### config.mk
export PLATFORM = sky130hd
export DESIGN_NAME = infix_to_postfix_converter
export DESIGN_NICKNAME = d
export VERILOG_FILES = /design/src/design/itp_pkg.sv /design/src/design/infix_to_postfix_converter.sv /design/src/design/itp_stack.sv
export SDC_FILE = /design/constraint.sdc
export NUM_CORES = 1
export LEC_CHECK = 0
export BUFFER_PORTS_ARGS = -buffer_cell sky130_fd_sc_hd__buf_2
export CORE_UTILIZATION = 49
export CTS_CLUSTER_DIAMETER = 60
export CTS_CLUSTER_SIZE = 25
export DETAILED_ROUTE_END_ITERATION = 6
export GPL_TIMING_DRIVEN = 0
export PLACE_DENSITY = 0.68
export SYNTH_ARGS = -nofsm -noshare
export SYNTH_HDL_FRONTEND = slang
export SYNTH_SLANG_ARGS = --single-unit
### constraint.sdc
create_clock -name aclk -period 9.4 [get_ports aclk]
set_clock_uncertainty 0.05 [all_clocks]
set_input_delay 2.82 -clock aclk [delete_from_list [all_inputs] [get_ports aclk]]
set_output_delay 2.82 -clock aclk [all_outputs]
set_load 0.02 [all_outputs]
### src/design/itp_pkg.sv
// itp_pkg: shared types, codes and precedence tables for the infix to postfix converter.
// No dependencies; used by itp_stack and infix_to_postfix_converter.
`default_nettype none

package itp_pkg;

    localparam int STACK_DEPTH_DEF = 16;
    localparam int VALUE_W         = 32;
    localparam int S_TDATA_W       = 40;
    localparam int S_TUSER_W       = 2;
    localparam int M_TDATA_W       = 40;
    localparam int M_TUSER_W       = 3;

    typedef logic [1:0] opcode_t;
    typedef logic [2:0] op_code_t;
    typedef logic [1:0] err_code_t;

    localparam opcode_t OPC_NUMBER = 2'd0;
    localparam opcode_t OPC_OPER   = 2'd1;
    localparam opcode_t OPC_END    = 2'd2;

    localparam op_code_t OP_ADD   = 3'd0;
    localparam op_code_t OP_SUB   = 3'd1;
    localparam op_code_t OP_MUL   = 3'd2;
    localparam op_code_t OP_DIV   = 3'd3;
    localparam op_code_t OP_OPEN  = 3'd4;
    localparam op_code_t OP_CLOSE = 3'd5;

    localparam err_code_t ERR_NONE     = 2'd0;
    localparam err_code_t ERR_PAREN    = 2'd1;
    localparam err_code_t ERR_OVERFLOW = 2'd2;

    localparam logic [1:0] PREC_TAB [4] = '{2'd1, 2'd1, 2'd2, 2'd2};
    localparam logic       LEFT_TAB [4] = '{1'b0, 1'b1, 1'b0, 1'b1};

    typedef struct packed {
        logic     push;
        logic     pop;
        op_code_t wdata;
    } stk_ctl_t;

    // stacked operator leaves before an incoming arithmetic operator
    function automatic logic op_pops(op_code_t stacked, op_code_t incoming);
        logic [1:0] ps;
        logic [1:0] pi;
        ps = PREC_TAB[stacked[1:0]];
        pi = PREC_TAB[incoming[1:0]];
        return !stacked[2] && ((ps > pi) || ((ps == pi) && LEFT_TAB[stacked[1:0]]));
    endfunction

endpackage

`default_nettype wire

### src/design/infix_to_postfix_converter.sv
// infix_to_postfix_converter: shunting-yard token reorder, top level with control FSM
// and output register. Depends on itp_pkg and itp_stack.
//
//   channel | dir | tdata                                   | tuser                    | tlast
//   s_      | in  | [31:0] number_value [34:32] operator_code | [1:0] opcode             | -
//   m_      | out | [31:0] out_value [33:32] out_operator    | [0] is_number [2:1] error | last_of_run
//
// Number: result register loaded on accept when free, else once free; valid on the next cycle.
// Operator: pops leaving operators, then pushes or flags overflow; open paren: pushed unless full.
// Close paren: pops entries down to and including the matching open (error if none).
// End: pops every stacked entry, one per cycle unless an output stall holds it, then flags unclosed parens.
// Reset clears control, stack count and output valid; stack memory is not cleared.
// An output stall freezes operator pops; one token is in work at a time.
`default_nettype none

module infix_to_postfix_converter #(
    parameter int STACK_DEPTH = itp_pkg::STACK_DEPTH_DEF
) (
    input  wire logic                             aclk,
    input  wire logic                             aresetn,
    input  wire logic                             s_tvalid,
    output logic                                  s_tready,
    input  wire logic [itp_pkg::S_TDATA_W-1:0]    s_tdata,   // number_value, operator_code
    input  wire logic [itp_pkg::S_TUSER_W-1:0]    s_tuser,   // opcode
    output logic                                  m_tvalid,
    input  wire logic                             m_tready,
    output logic [itp_pkg::M_TDATA_W-1:0]         m_tdata,   // out_value, out_operator
    output logic [itp_pkg::M_TUSER_W-1:0]         m_tuser,   // is_number, error_code
    output logic                                  m_tlast
);
    import itp_pkg::*;

    localparam int CW = $clog2(STACK_DEPTH + 1);

    typedef enum logic [2:0] {
        ST_IDLE,
        ST_NUM,
        ST_OPER,
        ST_OVF,
        ST_CLOSE,
        ST_FLUSH
    } state_t;

    state_t                     state_reg, state_next;
    op_code_t                   code_reg, code_next;
    logic signed [VALUE_W-1:0]  value_reg, value_next;
    logic                       unclosed_reg, unclosed_next;
    logic [CW-1:0]              open_cnt_reg, open_cnt_next;

    logic                       m_valid_reg;
    logic signed [VALUE_W-1:0]  m_value_reg;
    logic [1:0]                 m_oper_reg;
    logic                       m_isnum_reg;
    err_code_t                  m_err_reg;
    logic                       m_last_reg;

    logic                       emit;
    logic                       e_isnum;
    logic signed [VALUE_W-1:0]  e_value;
    logic [1:0]                 e_oper;
    err_code_t                  e_err;
    logic                       e_last;

    stk_ctl_t                   stk_ctl;
    op_code_t                   stk_top;
    op_code_t                   stk_below;
    logic [CW-1:0]              stk_count;

    opcode_t                    in_opcode;
    op_code_t                   in_code;
    logic signed [VALUE_W-1:0]  in_value;
    logic                       in_fire;
    logic                       out_free;
    logic                       stk_full;

    itp_stack #(
        .STACK_DEPTH(STACK_DEPTH)
    ) u_stack (
        .aclk    (aclk),
        .aresetn (aresetn),
        .ctl     (stk_ctl),
        .top     (stk_top),
        .below   (stk_below),
        .count   (stk_count)
    );

    assign in_opcode = s_tuser[1:0];
    assign in_code   = s_tdata[VALUE_W+2:VALUE_W];
    assign in_value  = $signed(s_tdata[VALUE_W-1:0]);
    assign s_tready  = (state_reg == ST_IDLE);
    assign in_fire   = s_tvalid && s_tready;
    assign out_free  = !m_valid_reg || m_tready;
    assign stk_full  = (stk_count == CW'(STACK_DEPTH));

    always_comb begin
        state_next    = state_reg;
        code_next     = code_reg;
        value_next    = value_reg;
        unclosed_next = unclosed_reg;
        open_cnt_next = open_cnt_reg;
        stk_ctl       = '0;
        emit          = 1'b0;
        e_isnum       = 1'b0;
        e_value       = '0;
        e_oper        = 2'd0;
        e_err         = ERR_NONE;
        e_last        = 1'b0;

        case (state_reg)
            ST_IDLE: begin
                if (in_fire) begin
                    value_next = in_value;
                    code_next  = in_code;
                    case (in_opcode)
                        OPC_NUMBER: begin
                            if (out_free) begin
                                emit    = 1'b1;
                                e_isnum = 1'b1;
                                e_value = in_value;
                                e_last  = 1'b1;
                            end else begin
                                state_next = ST_NUM;
                            end
                        end
                        OPC_OPER: begin
                            case (in_code)
                                OP_ADD, OP_SUB, OP_MUL, OP_DIV: state_next = ST_OPER;
                                OP_OPEN: begin
                                    if (stk_full) begin
                                        state_next = ST_OVF;
                                    end else begin
                                        stk_ctl.push  = 1'b1;
                                        stk_ctl.wdata = OP_OPEN;
                                        open_cnt_next = open_cnt_reg + CW'(1);
                                    end
                                end
                                OP_CLOSE: state_next = ST_CLOSE;
                                default: ;
                            endcase
                        end
                        OPC_END: begin
                            unclosed_next = (open_cnt_reg != '0);
                            state_next    = ST_FLUSH;
                        end
                        default: ;
                    endcase
                end
            end

            ST_NUM: begin
                if (out_free) begin
                    emit       = 1'b1;
                    e_isnum    = 1'b1;
                    e_value    = value_reg;
                    e_last     = 1'b1;
                    state_next = ST_IDLE;
                end
            end

            ST_OPER: begin
                if ((stk_count != '0) && op_pops(stk_top, code_reg)) begin
                    if (out_free) begin
                        emit        = 1'b1;
                        e_oper      = stk_top[1:0];
                        e_last      = !((stk_count > CW'(1)) && op_pops(stk_below, code_reg));
                        stk_ctl.pop = 1'b1;
                    end
                end else if (stk_full) begin
                    state_next = ST_OVF;
                end else begin
                    stk_ctl.push  = 1'b1;
                    stk_ctl.wdata = code_reg;
                    state_next    = ST_IDLE;
                end
            end

            ST_OVF: begin
                if (out_free) begin
                    emit       = 1'b1;
                    e_err      = ERR_OVERFLOW;
                    e_last     = 1'b1;
                    state_next = ST_IDLE;
                end
            end

            ST_CLOSE: begin
                if (stk_count == '0) begin
                    if (out_free) begin
                        emit       = 1'b1;
                        e_err      = ERR_PAREN;
                        e_last     = 1'b1;
                        state_next = ST_IDLE;
                    end
                end else if (stk_top == OP_OPEN) begin
                    stk_ctl.pop   = 1'b1;
                    open_cnt_next = open_cnt_reg - CW'(1);
                    state_next    = ST_IDLE;
                end else if (out_free) begin
                    emit        = 1'b1;
                    e_oper      = stk_top[1:0];
                    e_last      = (stk_count > CW'(1)) && (stk_below == OP_OPEN);
                    stk_ctl.pop = 1'b1;
                end
            end

            ST_FLUSH: begin
                if (stk_count == '0) begin
                    if (!unclosed_reg) begin
                        state_next = ST_IDLE;
                    end else if (out_free) begin
                        emit       = 1'b1;
                        e_err      = ERR_PAREN;
                        e_last     = 1'b1;
                        state_next = ST_IDLE;
                    end
                end else if (stk_top == OP_OPEN) begin
                    stk_ctl.pop   = 1'b1;
                    open_cnt_next = open_cnt_reg - CW'(1);
                end else if (out_free) begin
                    emit        = 1'b1;
                    e_oper      = stk_top[1:0];
                    e_last      = (stk_count == CW'(1)) && !unclosed_reg;
                    stk_ctl.pop = 1'b1;
                end
            end

            default: state_next = ST_IDLE;
        endcase
    end

    always_ff @(posedge aclk) begin
        if (!aresetn) begin
            state_reg    <= ST_IDLE;
            unclosed_reg <= 1'b0;
            open_cnt_reg <= '0;
            m_valid_reg  <= 1'b0;
        end else begin
            state_reg    <= state_next;
            unclosed_reg <= unclosed_next;
            open_cnt_reg <= open_cnt_next;
            if (emit) begin
                m_valid_reg <= 1'b1;
            end else if (m_tready) begin
                m_valid_reg <= 1'b0;
            end
        end
        code_reg  <= code_next;
        value_reg <= value_next;
        if (emit) begin
            m_isnum_reg <= e_isnum;
            m_value_reg <= e_value;
            m_oper_reg  <= e_oper;
            m_err_reg   <= e_err;
            m_last_reg  <= e_last;
        end
    end

    assign m_tvalid = m_valid_reg;
    assign m_tdata  = {{(M_TDATA_W - VALUE_W - 2){1'b0}}, m_oper_reg, m_value_reg};
    assign m_tuser  = {m_err_reg, m_isnum_reg};
    assign m_tlast  = m_last_reg;

`ifndef NO_ASSERTIONS
    a_open_within_count: assert property (@(posedge aclk) disable iff (!aresetn)
        open_cnt_reg <= stk_count)
        else $error("open paren count exceeds stack count");

    a_count_bound: assert property (@(posedge aclk) disable iff (!aresetn)
        stk_count <= CW'(STACK_DEPTH))
        else $error("stack count beyond depth");

    a_push_pop_excl: assert property (@(posedge aclk) disable iff (!aresetn)
        !(stk_ctl.push && stk_ctl.pop))
        else $error("push and pop in the same cycle");

    a_err_clean: assert property (@(posedge aclk) disable iff (!aresetn)
        (m_valid_reg && (m_err_reg != ERR_NONE)) |->
            (!m_isnum_reg && (m_oper_reg == 2'd0) && (m_value_reg == '0) && m_last_reg))
        else $error("error transfer carries payload or is not last");

    a_flush_empties: assert property (@(posedge aclk) disable iff (!aresetn)
        ((state_reg == ST_FLUSH) && (state_next == ST_IDLE)) |=> (stk_count == '0))
        else $error("stack not empty after end of expression");
`endif

endmodule

`default_nettype wire

### src/design/itp_stack.sv
// itp_stack: operator stack in a synchronous memory with registered top and
// next-to-top reads, write-to-read forwarding on push. Depends on itp_pkg.
`default_nettype none

module itp_stack #(
    parameter int STACK_DEPTH = itp_pkg::STACK_DEPTH_DEF
) (
    input  wire logic                               aclk,
    input  wire logic                               aresetn,
    input  wire itp_pkg::stk_ctl_t                  ctl,
    output logic [2:0]                              top,
    output logic [2:0]                              below,
    output logic [$clog2(STACK_DEPTH+1)-1:0]        count
);
    import itp_pkg::*;

    localparam int CW = $clog2(STACK_DEPTH + 1);
    localparam int AW = $clog2(STACK_DEPTH);

    op_code_t        mem [STACK_DEPTH];
    logic [CW-1:0]   count_reg;
    logic [CW-1:0]   count_next;
    logic [CW-1:0]   top_idx;
    logic [CW-1:0]   below_idx;
    logic [AW-1:0]   waddr;
    logic [AW-1:0]   raddr_top;
    logic [AW-1:0]   raddr_below;
    op_code_t        top_reg;
    op_code_t        below_reg;

    always_comb begin
        count_next = count_reg;
        if (ctl.push) begin
            count_next = count_reg + CW'(1);
        end else if (ctl.pop) begin
            count_next = count_reg - CW'(1);
        end
        top_idx     = count_next - CW'(1);
        below_idx   = count_next - CW'(2);
        raddr_top   = top_idx[AW-1:0];
        raddr_below = below_idx[AW-1:0];
        waddr       = count_reg[AW-1:0];
    end

    always_ff @(posedge aclk) begin
        if (!aresetn) begin
            count_reg <= '0;
        end else begin
            count_reg <= count_next;
        end
    end

    always_ff @(posedge aclk) begin
        if (ctl.push) begin
            mem[waddr] <= ctl.wdata;
        end
        top_reg   <= (ctl.push && (waddr == raddr_top))   ? ctl.wdata : mem[raddr_top];
        below_reg <= (ctl.push && (waddr == raddr_below)) ? ctl.wdata : mem[raddr_below];
    end

    assign top   = top_reg;
    assign below = below_reg;
    assign count = count_reg;

endmodule

`default_nettype wire

Word-level counts from Yosys, hierarchy flattened
Memory sizes are Yosys's and may differ from the RTL's. A register that Yosys moved wholly into a read port is not among the register bits.
Index checks and enable logic that the tools add are counted.
{"block": "op_classes", "add_sub_neg": 6, "n_lt_le_gt_ge": 6, "n_eq_ne": 31, "mux": 92, "bitwise_logic": 3, "reduce_logical": 32}
{"cell": "$mux 32", "count": 4}
{"cell": "$pmux 32 s2", "count": 1}
{"cell": "$mux 3", "count": 15}
{"cell": "$mux 5", "count": 8}
{"cell": "$mux 1", "count": 35}
{"cell": "$mux 2", "count": 12}
{"cell": "$eq 3x3->1 const B", "count": 6}
{"cell": "$pmux 3 s3", "count": 2}
{"cell": "$pmux 3 s5", "count": 1}
{"cell": "$bmux 2 s2", "count": 3}
{"cell": "$eq 3x2->1 const B", "count": 4}
{"cell": "$add 5x1->5 const B", "count": 2}
{"cell": "$pmux 1 s5", "count": 2}
{"cell": "$pmux 5 s2", "count": 1}
{"cell": "$reduce_bool 5->1", "count": 2}
{"cell": "$sub 5x1->5 const B", "count": 2}
{"cell": "$ge 3x3->1 const B", "count": 3}
{"cell": "$logic_and 1x1->1", "count": 9}
{"cell": "$not 2->3", "count": 3}
{"cell": "$ne 2x1->1 const B", "count": 4}
{"cell": "$ne 2x2->1 const B", "count": 4}
{"cell": "$reduce_and 8->1", "count": 1}
{"cell": "$reduce_and 7->1", "count": 1}
{"cell": "$eq 3x1->1 const B", "count": 2}
{"cell": "other kinds (28)", "count": 43}
{"block": "totals", "register_bits": 88, "mem_bits_rw": 48, "input_bits": 46, "out_inout_bits": 46, "word_cells": 183, "mem_count": 1}
{"name": "u_stack.mem", "depth": 16, "width": 3, "rd": 2, "rd_ports_with_merged_regs": 2, "write_ports": 1, "line": "itp_stack.sv:20", "text": "op_code_t mem [STACK_DEPTH];"}

Longest topological paths before layout
Gate-level depths: netlist of the first run.
{"block": "logic_depth", "ltp_word": 14, "depth_mapped": 18, "ltp_nobuf": 14}

Cells and area by module
From an unflattened synthesis of the first run, not the netlist that was laid out.
{"block": "unflattened", "hier_cells": 650, "area_unflattened_um2": 7443.4}
{"module": "itp_stack", "instances": 1, "cells_per_inst": 383, "area_each_um2": 3767.4, "seq_area_each_um2": 1681.6}
{"module": "infix_to_postfix_converter", "instances": 1, "cells_per_inst": 267, "area_each_um2": 3676.0, "seq_area_each_um2": 2392.3}

Worst setup path before layout of the first run
Ideal clock, no wire load.
{"block": "synth_path", "path_type": "input to register", "from": "input s_tvalid", "to": "register u_stack.below_reg[2] (netlist: u_stack.below[2]) (read register of u_stack.mem)", "setup_time_ps": 126, "arrival_time_ps": 9207, "t_required_ps": 9224, "setup_slack_ps": 17, "path_stages": 12, "path_buffers": 1, "cell_sequence": "nor4b_1 > nand4_1 > nand2_1 > nand2_1 > a21oi_2 > or3_1 > o221a_2 > buf_6 > mux2_1 > mux4_2 > mux2i_1 > mux2i_1"}
{"block": "synth_between", "elab_chain_cells": 5}
{"item": "from (decl)", "line": "infix_to_postfix_converter.sv:21", "text": "input wire logic s_tvalid,"}
{"item": "$logic_and 1x1->1", "line": "infix_to_postfix_converter.sv:91", "text": "assign in_fire = s_tvalid && s_tready;"}
{"item": "$mux 1", "line": "infix_to_postfix_converter.sv:111", "text": "if (in_fire) begin"}
{"item": "$pmux 1 s2", "line": "infix_to_postfix_converter.sv:109", "text": "case (state_reg)"}
{"item": "$mux 5", "line": "itp_stack.sv:33", "text": "if (ctl.push) begin"}
{"item": "$sub 4x2->4", "line": "itp_stack.sv:39", "text": "below_idx = count_next - CW'(2);"}
{"item": "to (decl)", "line": "itp_stack.sv:29", "text": "op_code_t below_reg;"}
No other way between the ends.
A chain may end at the register's enable or synchronous reset.

Worst setup path after layout of the first run
{"block": "layout_path", "from": "input s_tvalid", "to": "register u_stack.below_reg[0] (netlist: u_stack.below[0]) (read register of u_stack.mem)"}
The elaborated chain is that of the path after synthesis.

==> flow_results.org, run 1 <==
** Status
- Result of the run :: finished clean

** Global routing
- For this run, the total global-route usage over all layers was measured as 0.222.
- Number of antenna violations at the first check in global routing :: 0
- After global routing the overflow that remains totals 0.
- Number of global-route vias before repair :: 4,417
- Largest net degree at the start of global routing :: 26
- First-pass GRT wire length :: 23.3 mm

** Setup path
- Delay of the slowest cell on the worst path :: 0.71 ns
- Capture point of the worst reg-to-reg path :: u_stack.below[0]
- Beginning of the critical path :: s_tvalid
- Cell type of the slowest stage on the worst timing path :: nor4b_2
- Register-to-register path setup slack :: roughly 4.7 ns
- Cell chain of the critical path :: buf_2 -> nor4b_2 -> nand4_1 -> nand2_1 -> nand2_1 -> a21oi_2 -> a211oi_1 -> xnor2_2 -> inv_1 -> mux2i_1 -> o221ai_1 -> a211oi_1
- Along the worst path, the maximum fanout reaches 9.
- Sort of element at the start of the critical path :: primary input
- The critical path in this run is classified as in -> reg.
- At the worst endpoint, the arrival time is ~6.3 ns.
- Critical Path Sink Type :: register
- The number of cells on the worst reg-to-reg path is 15.
- STA puts the critical path data required time at roughly 9.7 ns.

** Run
- Number of maximum-capacitance constraint violations :: 0

** Synth
- Of the total synthesized cell area, the portion taken by XOR and XNOR cells is 0.0233.
- Average instance area after synthesis :: 13.6 µm²
- After synthesis the netlist holds a flip-flop and latch count of 143.
- Simple-gate share of the synthesized area :: 0.0938
- Multiplexer area fraction after synthesis :: 0.0941
- The synthesized netlist occupies a cell area of 0.00662 mm².
- By area, the combinational part of the netlist is dominated by compound AO/OA/AOI/OAI gates.
- The share of the synthesized area in compound gates (AO/OA/AOI/OAI) came to 0.110.
- Of the total synthesized cell area, the portion taken by full adders, half adders and majority gates is 0.0295.
- For this run, the register share of the synthesized area comes to 0.616.
- Among all flip-flop cells after synthesis, the most frequent one is edfxtp_1.
- Yosys printed 0 warnings.
- The netlist uses between 50 and 60 different library cells.
- Number of instances in the synthesized netlist :: 487
- Post-synthesis async set-or-reset flop share :: 0
- In this run, synthesis inferred 121 flip-flops with an integrated enable.

** Floorplan
- The initial utilization of the core area, before any placement, comes to 0.502.
- In this run the core area contains 42 standard-cell rows.
- The total area inside the core boundary comes to 0.0132 mm².
- Die Height :: about 120 µm
- DIE AREA :: 0.0140 mm²
- The floorplan step set the die width to 118 µm.
- Top-level I/O count :: 92

** Clocking
- Post-CTS setup-driven buffer insertion count :: 0
- In this run the deepest clock path goes through 2 buffers.
- Total CTS buffers :: 17
- TritonCTS built the clock tree.
- Buffer type at the clock tree root :: clkbuf_16
- Maximum level of the CTS H-tree :: 4
- At the later pin of the worst-skew pair, clock insertion delay measures 0.42 ns.
- Number of instances resized during post-cts repair :: 0
- Clock-pin slew was measured on the worst setup and hold paths at 0.06 ns.
- The tree built by TritonCTS fans out to 143 sinks.
- The number of hold buffers added after CTS was 0.

** Power and ir drop
- After layout, the design draws a total of 2.36 mW.
- The worst-case IR drop observed on VDD is 248 µV.
- Leakage dissipation :: 3.05 nW
- Dividing total power by cell area gives a power density of roughly 300 mW/mm².

** Drt
- Met2 WL :: 6.75 mm
- Highest routed metal layer :: met4
- After detailed routing, the wire length on met1 is 6.43 mm.
- Via-per-instance ratio :: roughly 5.6
- DRC errors left :: 0
- Routed wire length per instance :: about 19 µm
- Antenna violation net count after detailed routing :: 0
- Wirelength, routed :: 14.5 mm
- The first routing iteration left 313 violations.
- Detailed routing inserted a total of roughly 4.4k vias.
- Routed wire length on met3 :: 987 µm
- Number of search-and-repair iterations in the first detailed-routing pass :: 5

** Cells and area
- Number of flip-flops in the largest register :: 48
- Layout cells sized above 1 :: 0.250
- Net count, final :: approximately 660
- Post-layout utilization of the core :: 0.599
- Post-synthesis to final-layout area growth :: 19.4%
- Antenna cells :: 0

** STA
- Setup violations, final :: 0
- For the pin with the worst max-slew slack, the measured transition is 0.882 ns.
- Dividing the final minimum period by the clock period gives 0.643.
- The hold violation count in the final report is 0.
- Setup repair after global routing left no endpoint under its margin.
- Max-slew violations :: 0
- The worst pin sits at a relative slew slack of 0.411.
- Fmax :: 0.165 GHz
- Subtracting the final worst setup slack from the clock period gives 6.04 ns.

** Min path
- Instance count along the most critical hold path :: 2
- The startpoint identified for the worst hold timing path is open_cnt_reg[4].
- The tightest min-delay check is of the reg -> reg type.
- Hold path endpoint :: open_cnt_reg[4]

** Place
- Input and output buffers added on the ports amount to 80.
- HPWL reported at the end of detailed placement :: 10.6 mm
- Placer congestion estimate :: 0.842
==> worst max-delay path: cells and delay by family <==
| kind | cells | cell delay [ns] |
|---|---|---|
| buffers and inverters | 2 | 0.45 |
| muxes | 1 | 0.26 |
| AOI/OAI and AO/OA | 4 | 0.92 |
| and+or+nand+nor | 4 | 1.27 |
| xor gates and xnor gates | 1 | 0.59 |
==> Yosys cell counts (all sizes together) (4+ instances only) <==
| master | number | area share |
|---|---|---|
| and3 | 4 | 0.0038 |
| inv | 12 | 0.0068 |
| edfxtp | 121 | 0.55 |
| a21oi | 14 | 0.011 |
| nor3 | 14 | 0.011 |
| a22o | 34 | 0.045 |
| mux2i | 33 | 0.050 |
| xnor2 | 12 | 0.019 |
| clkbuf | 16 | 0.0091 |
| dfxtp | 22 | 0.067 |
| and2 | 4 | 0.0038 |
| nand3 | 10 | 0.0076 |
| nor2 | 42 | 0.024 |
| ha | 14 | 0.026 |
| o21ai | 14 | 0.011 |
| mux4 | 12 | 0.041 |
| nand2 | 25 | 0.014 |
| a31oi | 5 | 0.0047 |
| a211oi | 8 | 0.011 |
| nor2b | 8 | 0.0076 |
| nand2b | 4 | 0.0038 |
| buf | 14 | 0.016 |
==> power by group <==
group          leakage [nW]  switching (mW)  internal [mW]
Sequential             1.37          0.0477          0.845
Clock                 0.258           0.242          0.383
Combinational          1.42           0.510          0.337
==> stage by stage <==
stage / TNS (ns) / cell area (µm²) / setup WS [ns] / std cells / hold WS (ns)
6_report: 0 / 7900 / 3.36 / 785 / 0.460
5_1_grt: 0 / 7900 / 3.11 / 785 / 0.493
4_1_cts: 0 / 7900 / 3.39 / 785 / 0.465
3_5_place_dp: 0 / 7350 / 2.96 / 754 / 0.452
3_3_place_gp: -250.60 / 7260 / -2.47 / 748 / 0.448
2_1_floorplan: 0 / 6640 / 0.0165 / 492 / 0.421
==> placed cells by master (no fill, tap or decap), types with 3 or more instances in the layout <==
master      netlist  layout
nand2_1          25      25
xnor2_2           3       3
nor3_1           14      14
nor2_1           41      41
mux2i_1          33      33
nand2b_1          4       4
clkinvlp_4        0       4
edfxtp_1        121     121
conb_1            1       6
clkbuf_1         16      17
and3_1            4       4
buf_4             8      11
dfxtp_1          22      22
xnor2_1           9       9
o21ai_0          14      12
inv_1            12      12
a211oi_1          6       6
nand4_1           3       3
ha_1             14      14
clkbuf_16         0      17
a31oi_1           5       5
and2_1            4       4
a22o_1           34      34
buf_2             3      83
nor2b_1           8       8
mux4_2           12      12
a22oi_1           3       3
clkinv_1          1       5
nand3_1          10      10
nand3b_1          3       3
xor2_1            3       3
buf_6             3       5
a21oi_1          13      13
==> cell families (layout without fill, tap and decap cells) <==
group / Yosys count / in the layout
buf+inv: 43 / 160
xor+xnor: 15 / 15
compound gates: 95 / 95
mux: 47 / 47
fa+ha+maj: 15 / 15
simple gates: 128 / 128
other cells: 1 / 6
flops: 143 / 143
==> worst max-delay path by stage <==
stage                       end  slack [ns]  depth (start not counted)
2_1_floorplan  u_stack.below[2]        0.02                         12
3_3_place_gp   u_stack.below[0]       -2.47                         10
3_5_place_dp   u_stack.below[0]        2.96                         12
4_1_cts        u_stack.below[0]        3.39                         12
5_1_grt        u_stack.below[0]        3.11                         12
6_report       u_stack.below[0]        3.36                         12
==> area by class of cell <==
type | count | area (µm²)
Tap cell | 176 | 220
Clock inverter | 13 | 124
Timing Repair Buffer | 86 | 473
Inverter | 13 | 48.8
Fill cell | 1036 | 5290
Sequential cell | 143 | 4070
Buffer | 30 | 169
Multi-Input combinational cell | 306 | 2360
Clock buffer | 18 | 429
==> layer usage <==
metal	global-route usage	up-vias
met5	0	-
met4	0.0954	0
met3	0.0618	31
met2	0.347	166
met1	0.291	2122
li1	-	2081
Power figures use the tool's default switching activity.
==> run 2: changes to the inputs <==
--- a/config.mk
+++ b/config.mk
@@ -11,7 +11,7 @@
 export CTS_CLUSTER_SIZE = 25
 export DETAILED_ROUTE_END_ITERATION = 6
 export GPL_TIMING_DRIVEN = 0
-export PLACE_DENSITY = 0.68
+export PLACE_DENSITY = 0.66
 export SYNTH_ARGS = -nofsm -noshare
 export SYNTH_HDL_FRONTEND = slang
 export SYNTH_SLANG_ARGS = --single-unit
==> constraint.sdc (replaced) <==
create_clock -name aclk -period 5.61 [get_ports aclk]
set_clock_uncertainty 0.05 [all_clocks]
set_input_delay 1.683 -clock aclk [delete_from_list [all_inputs] [get_ports aclk]]
set_output_delay 1.683 -clock aclk [all_outputs]
set_load 0.02 [all_outputs]
==> run 2 against run 1 <==
Compared with the run above:
- global-route usage shrank 0.30 points
- sequential share of layout area shrank 0.11 points
- worst setup slack worse by 2.7 ns
- clock power grew 73%
- final cell count down 0.13%
- first-iteration DRC count grew 13%
- core utilization is 0.12 points higher
- clock-buffer cell count rose by 1
- non-clock buffer count is 2 lower
- sequential power grew 68%
==> flow_results.org, run 2 (synthesis gave the netlist of run 1 again) <==
** Status
- Result of the run :: finished clean (unchanged)

** Global routing
- Largest net degree at the start of global routing :: 24 (was 26)
- The number of global-route vias before repair came to 4,407 (was 4,417).
- The initial antenna violation count is 1 (was 0).
- The global-route wire length before repair is 23.1 mm (was 23.3 mm).
- The total global routing overflow is 0 (unchanged).
- The global routing usage summed across all routing layers was 0.219 (was 0.222).

** Clocking
- The CTS H-tree depth came to 4 (unchanged).
- The maximum buffer depth of the clock tree came to 2 (unchanged).
- The buffer type at the clock tree root is clkbuf_16 (unchanged).
- CTS Sinks :: 143 (unchanged)
- Post-CTS setup-driven buffer insertion count :: 0 (unchanged)
- Worst-Skew Late Latency :: 0.42 ns (about the same)
- The post-cts repair resize count was 0 (unchanged).
- Clock tree from TritonCTS :: done (unchanged)
- The number of hold-repair buffers added at the cts stage was 0 (unchanged).
- The number of buffers added by the clock tree synthesis step came to 17 (unchanged).
- Clock transition at the registers of the reported paths :: 0.06 ns (about the same)

** Floorplan
- The die outline area is 0.0140 mm² (unchanged).
- Core Rows :: 42 (unchanged)
- Core area :: 0.0132 mm² (unchanged)
- The die extent in x came to 118 µm (unchanged).
- Die Height :: 118 µm (unchanged)
- The initial core utilization was 0.502 (unchanged).
- Top-level I/O count :: 92 (unchanged)

** Setup path
- Delay of the slowest cell on the worst path :: 0.69 ns (was 0.71 ns)
- Cell class contributing the biggest share of worst-path delay :: simple AND/OR/NAND/NOR gates (unchanged)
- Cell type of the slowest stage on the worst timing path :: xnor2_2 (was nor4b_2)
- Sort of element at the start of the critical path :: primary input (unchanged)
- The peak fanout along the critical path was 10 (was 9).
- The logic depth of the worst register-to-register path was 16 (was 15).
- The critical path start-end classification is in -> reg (unchanged).
- The required time reported for the critical path endpoint came to 5.84 ns (was 9.67 ns).
- Cell chain of the critical path :: buf_2 -> nor4b_4 -> nand4_1 -> nand2_1 -> nand2_1 -> a21oi_2 -> a211oi_1 -> xnor2_2 -> buf_2 -> mux2i_1 -> o22ai_1 -> a31oi_1 -> a21oi_1 (was buf_2 -> nor4b_2 -> nand4_1 -> nand2_1 -> nand2_1 -> a21oi_2 -> a211oi_1 -> xnor2_2 -> inv_1 -> mux2i_1 -> o221ai_1 -> a211oi_1)
- The kind of end point of the critical path is a register (unchanged).
- Total buffers and inverters traversed by the critical path :: 2 (unchanged)
- Arrival time of data at the critical path endpoint :: 5.19 ns (was 6.31 ns)
- Number of stages on the worst setup path :: 13 (was 12)

** STA
- The remaining max-slew budget at the tightest pin was 0.430 (was 0.411).
- The slew at the pin with the worst max-slew slack is 0.851 ns (was 0.882 ns).
- In the finished design, the share of the clock period the worst path needs comes to 0.884.
- Final critical-path required period :: between 4 and 5 ns
- Fmax :: ~0.20 GHz
- The hold violation count in the final report is 0 (unchanged).
- Hold slack :: 0.470 ns (was 0.460 ns)
- Unrepaired setup endpoints after global routing :: false (unchanged)
- The setup-violating endpoint count in the final report is 0 (unchanged).
- Max-slew violations :: 0 (unchanged)
- Min setup slack post-route :: 0.650 ns (was 3.36 ns)

** Drt
- The first-iteration detailed-routing DRC count was 353 (was 313).
- The number of optimization iterations in the first detailed-route pass came to 5 (unchanged).
- The routed wire length per instance came to 18.2 µm (was 18.5 µm).
- The ratio of routed vias to standard cells was 5.60 (was 5.61).
- The wire length reported by the detailed router came to 14.3 mm (was 14.5 mm).
- Antenna violation net count after detailed routing :: 0 (unchanged)
- The remaining design rule violation count was 0 (unchanged).
- The vias after detailed routing came to 4,394 (was 4,400).

** Cells and area
- Number of flip-flops in the largest register :: 48 (unchanged)
- Most common cell after layout, fill and taps aside :: edfxtp_1 (unchanged)
- Antenna cells :: 0 (unchanged)
- Count of filler cells inserted in the layout :: 1,050 (was 1,036)
- The fraction of layout cells with a size suffix above 1 is 0.250 (about the same).
- Post-synthesis to final-layout area growth :: 19.6% (was 19.4%)
- Non-filler cells in the finished layout :: 784 (was 785)
- The fraction of the core area covered by cells at the end of the flow is 0.600 (was 0.599).
- Leading cell types in the layout, fill and taps excluded: edfxtp_1 (121), buf_2 (83), nor2_1 (41), a22o_1 (34), mux2i_1 (33) (unchanged).
- Net count, final :: 656 (was 658)

** Power and ir drop
- Leakage dissipation :: 3.06 nW (was 3.05 nW)
- The power density of the placed cells came to 505 mW/mm² (was 299 mW/mm²).
- The maximum vdd ir drop is 253 µV (was 248 µV).

** Min path
- The cell depth of the worst min-delay path came to 2 (unchanged).
- Kind of path behind the tightest hold check :: reg -> reg (unchanged)

** Place
- The cell total after placement is 752 (was 754).
- Placer congestion estimate :: 0.923 (was 0.842)
- HPWL reported at the end of detailed placement :: 10.5 mm (was 10.6 mm)
- I/O Buffers :: 80 (unchanged)
- The placement-stage worst setup slack was 0.315 ns (was 2.96 ns).

** Run
- Number of maximum-capacitance constraint violations :: 0 (unchanged)
run 2: cell types whose count changed in the layout (fill, tap and decap cells not counted), sizes merged:
cell	before	now
clkinv	8	6
clkbuf	34	35
clkinvlp	4	3
buf	100	98
inv	12	15
run 2: final cells by class:
class / count / area [µm²] / share of cell area
sequential: 143 / 4070 / 0.515
inverter: 13 / 48.8 / 0.00616
buffer: 30 / 169 / 0.0213
clock buffer: 19 / 433 / 0.0547
clock inverter: 13 / 139 / 0.0175
timing repair buffer: 84 / 462 / 0.0583
tap: 176 / 220 / 0.0278
multi-input combinational: 306 / 2370 / 0.300
run 2: where the power goes:
part | switching [mW] | total [mW] | leakage [nW] | internal, mW
registers | 0.0826 | 1.50 | 1.37 | 1.42
logic | 0.855 | 1.42 | 1.42 | 0.564
clock network | 0.427 | 1.08 | 0.269 | 0.655
run 2: routing by layer:
layer	vias up	wire, µm	GRT usage
met5	-	0	0
met4	0	361	0.0962
met3	28	1030	0.0613
met2	199	6810	0.350
met1	2086	6100	0.279
li1	2081	-	-
run 2: through the flow:
step                cell area [µm²]  setup TNS [ns]  power [mW]
CTS                            7920               0        4.02
global placement               7270          -63.72        2.90
finish                         7920               0        4.00
detailed placement             7350               0        2.93
floorplan                      6650               0        2.54
global route                   7920               0        4.20
run 2: worst reg2reg max path, delay by kind of cell, from the launching register on:
family / cells / cell delay, ns
flip-flops: 1 / 0.47
buffers and inverters: 2 / 0.73
adder cells (fa/ha/maj): 1 / 0.28
XOR/XNOR: 1 / 0.69
AND/OR/NAND/NOR: 3 / 0.48
AO/OA/AOI/OAI: 7 / 1.36
multiplexers: 2 / 0.63
run 2: worst paths after layout:
check	start	endpoint	slack [ns]
worst min-delay path	open_cnt_reg[2]	open_cnt_reg[2]	0.47
worst max register to register	register	u_stack.below[1]	0.80
worst min register to register	open_cnt_reg[2]	open_cnt_reg[2]	0.47
worst max-delay path	s_tvalid	u_stack.below[1]	0.65
